### config.mk
export PLATFORM = sky130hd
export DESIGN_NAME = vma_divider
export DESIGN_NICKNAME = d
export VERILOG_FILES = /design/src/hw/rtl/vma_pkg.sv /design/src/hw/rtl/vma_divider.sv
export SDC_FILE = /design/constraint.sdc
export NUM_CORES = 1
export LEC_CHECK = 0
export ABC_AREA = 1
export BUFFER_PORTS_ARGS = -buffer_cell sky130_fd_sc_hd__buf_2
export CAP_MARGIN = 20
export CORE_ASPECT_RATIO = 0.5
export CORE_MARGIN = 5
export CORE_UTILIZATION = 59
export DETAILED_ROUTE_END_ITERATION = 8
export GPL_ROUTABILITY_DRIVEN = 0
export GPL_TIMING_DRIVEN = 0
export PLACE_DENSITY = 0.83
export SLEW_MARGIN = 10
export SYNTH_ARGS = -nofsm -noshare
export SYNTH_HDL_FRONTEND = slang
export SYNTH_SLANG_ARGS = --single-unit
### constraint.sdc
create_clock -name i_clk -period 4.8 [get_ports i_clk]
set_input_delay 0.48 -clock i_clk [delete_from_list [all_inputs] [get_ports i_clk]]
set_output_delay 0.48 -clock i_clk [all_outputs]
set_load 0.02 [all_outputs]
### src/hw/rtl/vma_pkg.sv
// Shared types and constants of the vector moving average unit.
package vma_pkg;

    // Lane count, sample width and window count width.
    localparam int LANES       = 8;
    localparam int SAMPLE_BITS = 16;
    localparam int CNT_W       = 7;
    // A lane total holds up to 127 samples without overflow.
    localparam int TOT_W       = SAMPLE_BITS + CNT_W;

    typedef logic signed [SAMPLE_BITS-1:0] t_sample;
    typedef logic signed [TOT_W-1:0]       t_total;
    typedef logic [CNT_W-1:0]              t_count;

    // One history row: one sample for every lane.
    typedef logic [LANES-1:0][SAMPLE_BITS-1:0] t_row;

    typedef struct packed {
        t_sample sample_0;
        t_sample sample_1;
        t_sample sample_2;
        t_sample sample_3;
        t_sample sample_4;
        t_sample sample_5;
        t_sample sample_6;
        t_sample sample_7;
    } t_in;

    typedef struct packed {
        t_sample mean_0;
        t_sample mean_1;
        t_sample mean_2;
        t_sample mean_3;
        t_sample mean_4;
        t_sample mean_5;
        t_sample mean_6;
        t_sample mean_7;
        t_count  held_count;
    } t_out;

    // Control between the sequencer and the lane dividers.
    typedef struct packed {
        logic   start;
        t_count divisor;
    } t_div_ctrl;

    // Sign extension of one sample to the width of a lane total.
    function automatic t_total sext_sample(logic [SAMPLE_BITS-1:0] s);
        return {{(TOT_W - SAMPLE_BITS){s[SAMPLE_BITS-1]}}, s};
    endfunction

endpackage

### src/hw/rtl/vma_divider.sv
// Radix-2 restoring dividers, one per lane, stepping together.
module vma_divider
    import vma_pkg::*;
(
    input  logic      i_clk,
    input  logic      i_rst_n,
    input  t_div_ctrl i_ctrl,
    input  t_total    i_dividend [LANES],
    output logic      o_busy,
    output t_sample   o_quot [LANES]
);

    localparam int STEP_W = $clog2(TOT_W + 1);

    logic [STEP_W-1:0] r_steps;
    logic [STEP_W-1:0] n_steps;
    t_count            r_div;

    // Shared step counter; the dividers shift in one dividend bit per cycle.
    always_comb begin
        n_steps = r_steps;
        if (i_ctrl.start) begin
            n_steps = STEP_W'(TOT_W);
        end else if (r_steps != '0) begin
            n_steps = r_steps - 1'b1;
        end
    end

    always_ff @(posedge i_clk) begin
        if (!i_rst_n) begin
            r_steps <= '0;
        end else begin
            r_steps <= n_steps;
        end
    end

    always_ff @(posedge i_clk) begin
        if (i_ctrl.start) begin
            r_div <= i_ctrl.divisor;
        end
    end

    assign o_busy = (r_steps != '0);

    for (genvar g = 0; g < LANES; g++) begin : g_lane
        logic [TOT_W-1:0] r_quo;
        t_count           r_rem;
        logic             r_neg;
        logic [CNT_W:0]   shifted;
        logic             fits;
        logic [TOT_W-1:0] signed_quo;

        // Shift in one dividend bit and subtract where the divisor fits.
        assign shifted = {r_rem, r_quo[TOT_W-1]};
        assign fits    = (shifted >= {1'b0, r_div});

        always_ff @(posedge i_clk) begin
            if (i_ctrl.start) begin
                r_neg <= i_dividend[g][TOT_W-1];
                r_quo <= i_dividend[g][TOT_W-1] ? (TOT_W)'(-i_dividend[g])
                                                : (TOT_W)'(i_dividend[g]);
                r_rem <= '0;
            end else if (o_busy) begin
                r_quo <= {r_quo[TOT_W-2:0], fits};
                r_rem <= fits ? CNT_W'(shifted - {1'b0, r_div})
                              : CNT_W'(shifted);
            end
        end

        // Restore the sign, which truncates toward zero.
        assign signed_quo = r_neg ? (~r_quo + 1'b1) : r_quo;
        assign o_quot[g]  = signed_quo[SAMPLE_BITS-1:0];
    end

endmodule

; Word level (Yosys, flattened, before mapping)
; Index checks and enable logic that the tools add are counted.
; W data, S select, Z words.
[op_classes]
addsub = 25
order_cmp = 8
n_mux = 42
n_bitwise = 9
reduce_logical = 3
[op_table]
columns = op, n
row1 = $mux W23, 24
row2 = $neg A23 Y23, 8
row3 = $add A16 B1 Y16 const B, 8
row4 = $mux W16, 8
row5 = $not A16 Y16, 8
row6 = $ge A8 B7 Y1, 8
row7 = $mux W7, 8
row8 = $sub A7 B7 Y7, 8
row9 = $mux W5, 2
row10 = $reduce_bool A5 Y1, 1
row11 = $sub A5 B1 Y5 const B, 1
row12 = $reduce_bool A2 Y1, 1
row13 = $reduce_or A2 Y1, 1
row14 = $not A1 Y1, 1
[word_totals]
ff_bits = 260
output_inout_bits = 129
word_cells = 114

; Longest topological paths before layout
[logic_depth]
ltp_word = 3
depth_mapped = 11

; Worst setup path after synthesis
; OpenSTA, ideal clock, no wires.
[synth_timing]
kind = register to register
from = register r_steps[0]
to = register g_lane[0].r_quo[0] (enable)
setup_ps = 455
arrival_time_ps = 2982
path_slack_ps = 1363
path_stages_with_launch = 8
path_cell_list = dfxtp_1 > inv_1 > ha_1 > nand2_1 > or2_4 > nor2_4 > buf_6 > inv_2
[synth_via]
elab_chain_cells = 2
[synth_rtl]
columns = element, line
row1 = start: declaration, vma_divider.sv:15  ; logic [STEP_W-1:0] r_steps;
row2 = start signal: assignment, vma_divider.sv:33  ; r_steps <= n_steps;
row3 = $reduce_bool A5 Y1, vma_divider.sv:43  ; assign o_busy = (r_steps != '0);
row4 = net o_busy, vma_divider.sv:9  ; output logic o_busy,
row5 = $reduce_bool A2 Y1 (no source line), n/a
row6 = end signal: assignment, vma_divider.sv:60  ; r_quo <= i_dividend[g][TOT_W-1] ? (TOT_W)'(-i_dividend[g])
row7 = end signal: assignment, vma_divider.sv:64  ; r_quo <= {r_quo[TOT_W-2:0], fits};
row8 = end: declaration, vma_divider.sv:46  ; logic [TOT_W-1:0] r_quo;
; The timed path passes the listed nets, and every way through them passes these cells.
; A chain may end at the register's enable or synchronous reset.

; Final worst setup path
[layout_timing]
from = register r_div[1]
to = register g_lane[2].r_quo[0] (data pin)
[layout_via]
elab_chain_cells = 3
[layout_rtl]
columns = element, line
row1 = start: declaration, vma_divider.sv:17  ; t_count r_div;
row2 = start signal: assignment, vma_divider.sv:39  ; r_div <= i_ctrl.divisor;
row3 = $ge A8 B7 Y1, vma_divider.sv:55  ; assign fits = (shifted >= {1'b0, r_div});
row4 = $mux W23, vma_divider.sv:63  ; end else if (o_busy) begin
row5 = $mux W23, vma_divider.sv:58  ; if (i_ctrl.start) begin
row6 = end signal: assignment, vma_divider.sv:60
row7 = end signal: assignment, vma_divider.sv:64
row8 = end: declaration, vma_divider.sv:46
; Every way passes these cells. The select of a mux whose other input is x is not followed.

==> flow_summary_export.csv <==
group,metric,value,unit
die,dieArea,0.0391,mm²
final_layout,final_area,0.0237,mm²
clock_network,cts_tree,"done",
synthesis,synth.area.top_cells,"edfxtp_1 (29%), nand2_1 (16%), nand3_1 (7.1%)",
global_route,grt_pass1_vias,19925,
worst_hold_path,hold_start,"i_ctrl[5]",
route,wl_per_cell,16.9,µm
worst_setup_path,critical_path.most_common_cell,"nand2_1",
clock_network,post_cts_buffers,0,
run,max_cap_viol_count,0,
die,initial_utilization,59.9,%
global_route,grtUsageTotal,30.8,%
synthesis,synthesis.nets,3162,
worst_setup_path,crit_path_max_incr_delay,0.84,ns
synthesis,synth_top_area_share,28.9,%
final_layout,fin_util,68.8,%
worst_setup_path,r2r_cells,9,
sta,hold_viol,0,
synthesis,ys.flop_type,"edfxtp_1",
synthesis,yosys.cell_count.top_type,"nand2_1",
worst_hold_path,hold_end,"r_div[5]",
die,coreArea,0.0345,mm²
sta,rsz0062_at_grt,"no",
sta,fin_crit_sh,60.8,%
sta,setup_viol_count_final,0,
route,viasPerCell,5.73,
global_route,grt_pass1_wl,98500,µm
pwr,peakVddDrop,0.000223,V
worst_setup_path,crit_chain,"inv_1 -> ha_1 -> nand2_1 -> nor2_1 -> nand2_1 -> nand3_2 -> buf_2 -> nand2_1 -> o21ai_0",
synthesis,synth.distinct_cells,40,
route,drt-initial-drc-count,2010,
clock_network,cts_sinks,260,
worst_setup_path,cp.arrival,3.20,ns
status,status,"completed",
worst_setup_path,reg2reg_slack,1.88,ns
clock_network,clk_latency,0.55,ns
place,postPlaceCellArea,0.0229,mm²
sta,finClkSkew,0.00978,ns
clock_network,cts.repair.resized,0,
worst_setup_path,crit_required,5.08,ns
synthesis,syn_inst,2887,
global_route,grt_overflow,0,
synthesis,synth-seq-cells,260,
worst_setup_path,endpoint_kind,"register",
final_layout,n_fill_cell,2895,
synthesis,yosys-top-cells-count,"nand2_1 (854), inv_1 (351), nand3_1 (294)",
clock_network,clock_path_buffers,3,
clock_network,h-tree-depth,1,
worst_setup_path,path_max_fanout,10,
worst_setup_path,cpMaxStageDelayCell,"edfxtp_1",
worst_hold_path,hold_path_class,"primary input to register",
final_layout,final_layout_size_suffix_gt1_share,14.8,%
clock_network,cts_buffers,26,
route,drc_errors,0,
synthesis,synth_edf_count,199,
route,antenna_left,0,
place,dp_hpwl,47700,µm
worst_hold_path,hold_depth,1,
die,core.rowCount,48,
die,chipHeight,142,µm
final_layout,synthToLayoutAreaGrowth,15.0,%
synthesis,syn-cell-area,0.0206,mm²
die,io_pins,323,
global_route,antenna_found_initial,13,
route,totalWireLength,63200,µm
clock_network,path_clk_slew,0.06,ns
sta,fmax,342,MHz
worst_setup_path,regToRegEndpoint,"g_lane[2].r_quo[0]",
route,firstDrtPassIters,6,
pwr,power.density,406,mW/mm²
place,numPortBuffers,322,
worst_setup_path,start_kind,"register",
worst_setup_path,timing.rr.start,"r_div[1]",
sta,slew_violations,0,
clock_network,clock-root-buffer,"clkbuf_16",
synthesis,synthArstFlopShare,0,%
die,die-width,275,µm
synthesis,ys_warn_count,0,
global_route,grt_start_max_net_pins,105,
clock_network,postCtsHoldBufs,0,
pwr,p_leak,0.0116,µW
sta,slew_headroom,23.7,%
sta,min_period,2.92,ns
final_layout,nNetsFinal,3513,
synthesis,avgSynthCellArea,7.15,µm²
synthesis,yosys.area.top_type,"edfxtp_1",
worst_setup_path,path_class,"register to register",
synthesis,ys_seq_area_share,34.9,%
sta,tightest_slew,1.14,ns
route,vias,21434,
## metrics by stage
| stage | setup TNS (ns) | std cells | hold WS (ns) | worst slack (ns) | power (µW) |
|---|---|---|---|---|---|
| after floorplan | 0 | 2887 | 0.438 | 1.36 | 6330 |
| after global placement | -32.44 | 3684 | 0.448 | -0.197 | 7380 |
| after detailed placement | 0 | 3685 | 0.458 | 1.70 | 7520 |
| after CTS | 0 | 3730 | 0.0928 | 1.92 | 9580 |
| after global routing | 0 | 3743 | 0.0902 | 1.70 | 10200 |
| final | 0 | 3743 | 0.108 | 1.88 | 9620 |
## per-layer routing
| layer | vias to the layer above | part of all wire [%] | wire [µm] | track usage [%] |
|---|---|---|---|---|
| met5 | - | 0 | 0 | 0 |
| li1 | 10303 | - | - | - |
| met1 | 9860 | 40 | 25200 | 39.2 |
| met2 | 1035 | 47 | 29600 | 51.7 |
| met3 | 236 | 8.1 | 5140 | 4.83 |
| met4 | 0 | 5.3 | 3330 | 15.3 |
## layout by cell type (no fill, tap or decap), drive strengths merged, types with 14 or more instances in the layout
master and count:
buf 394, o21ai 269, ha 73, nand4 76, nor2 193, xnor2 32, clkbuf 60, edfxtp 199
nand2 856, a21oi 58, xor2 157, o211ai 43, nand3b 30, a31oi 17, inv 355, nor3 31
or2 14, nand3 300, dfxtp 61
## cells by family (layout without fill, tap and decap cells)
family | after synthesis | in the layout | share of synthesized area [%]
compound gates | 402 | 402 | 11.3
xor+xnor | 189 | 189 | 8.02
fa+ha+maj | 81 | 81 | 5.20
buf+inv | 452 | 820 | 9.05
flops | 260 | 260 | 34.9
other cells | 0 | 13 | 0
simple gates | 1503 | 1503 | 31.5
## worst max-delay path: cells and delay by family (launching register included)
kind | cells | cell delay (ns)
AO/OA/AOI/OAI | 1 | 0.15
flip-flops | 1 | 0.84
buffers and inverters | 2 | 0.66
AND/OR/NAND/NOR | 5 | 0.57
adder cells (fa/ha/maj) | 1 | 0.43
## registers in the layout, indices dropped and copies added, names as in the netlist
signal / flops
g_lane.r_quo: 184
g_lane.r_rem: 56
g_lane.r_neg: 8
r_div: 7
r_steps: 5
## final cells by class
type | instances | area [µm²] | share of cell area, %
buffer | 98 | 539 | 2.27
clock inverter | 12 | 115 | 0.485
inverter | 354 | 1340 | 5.63
multi-input combinational | 2175 | 11600 | 48.8
tap | 475 | 594 | 2.50
antenna | 13 | 32.5 | 0.137
sequential | 260 | 7200 | 30.3
clock buffer | 33 | 698 | 2.94
timing repair buffer | 323 | 1640 | 6.91
## power breakdown
part / switching (µW) / total [µW] / internal [µW] / leakage [µW]
sequential: 369 / 3330 / 2960 / 0.00264
clock: 913 / 2050 / 1140 / 0.000400
combinational: 2710 / 4240 / 1530 / 0.00857
total: 3990 / 9620 / 5630 / 0.0116
## how the worst max path moves through the flow
| stage | to | slack, ns | start |
|---|---|---|---|
| after floorplan | g_lane[0].r_quo[0] | 1.36 | r_steps[0] |
| after global placement | g_lane[2].r_quo[1] | -0.20 | i_ctrl[7] |
| after detailed placement | g_lane[3].r_quo[12] | 1.70 | i_ctrl[7] |
| after CTS | g_lane[2].r_quo[0] | 1.92 | r_div[1] |
| after global routing | g_lane[2].r_quo[0] | 1.70 | r_div[1] |
| final | g_lane[2].r_quo[0] | 1.88 | r_div[1] |
No activity file was read; power rests on OpenSTA's default activity.
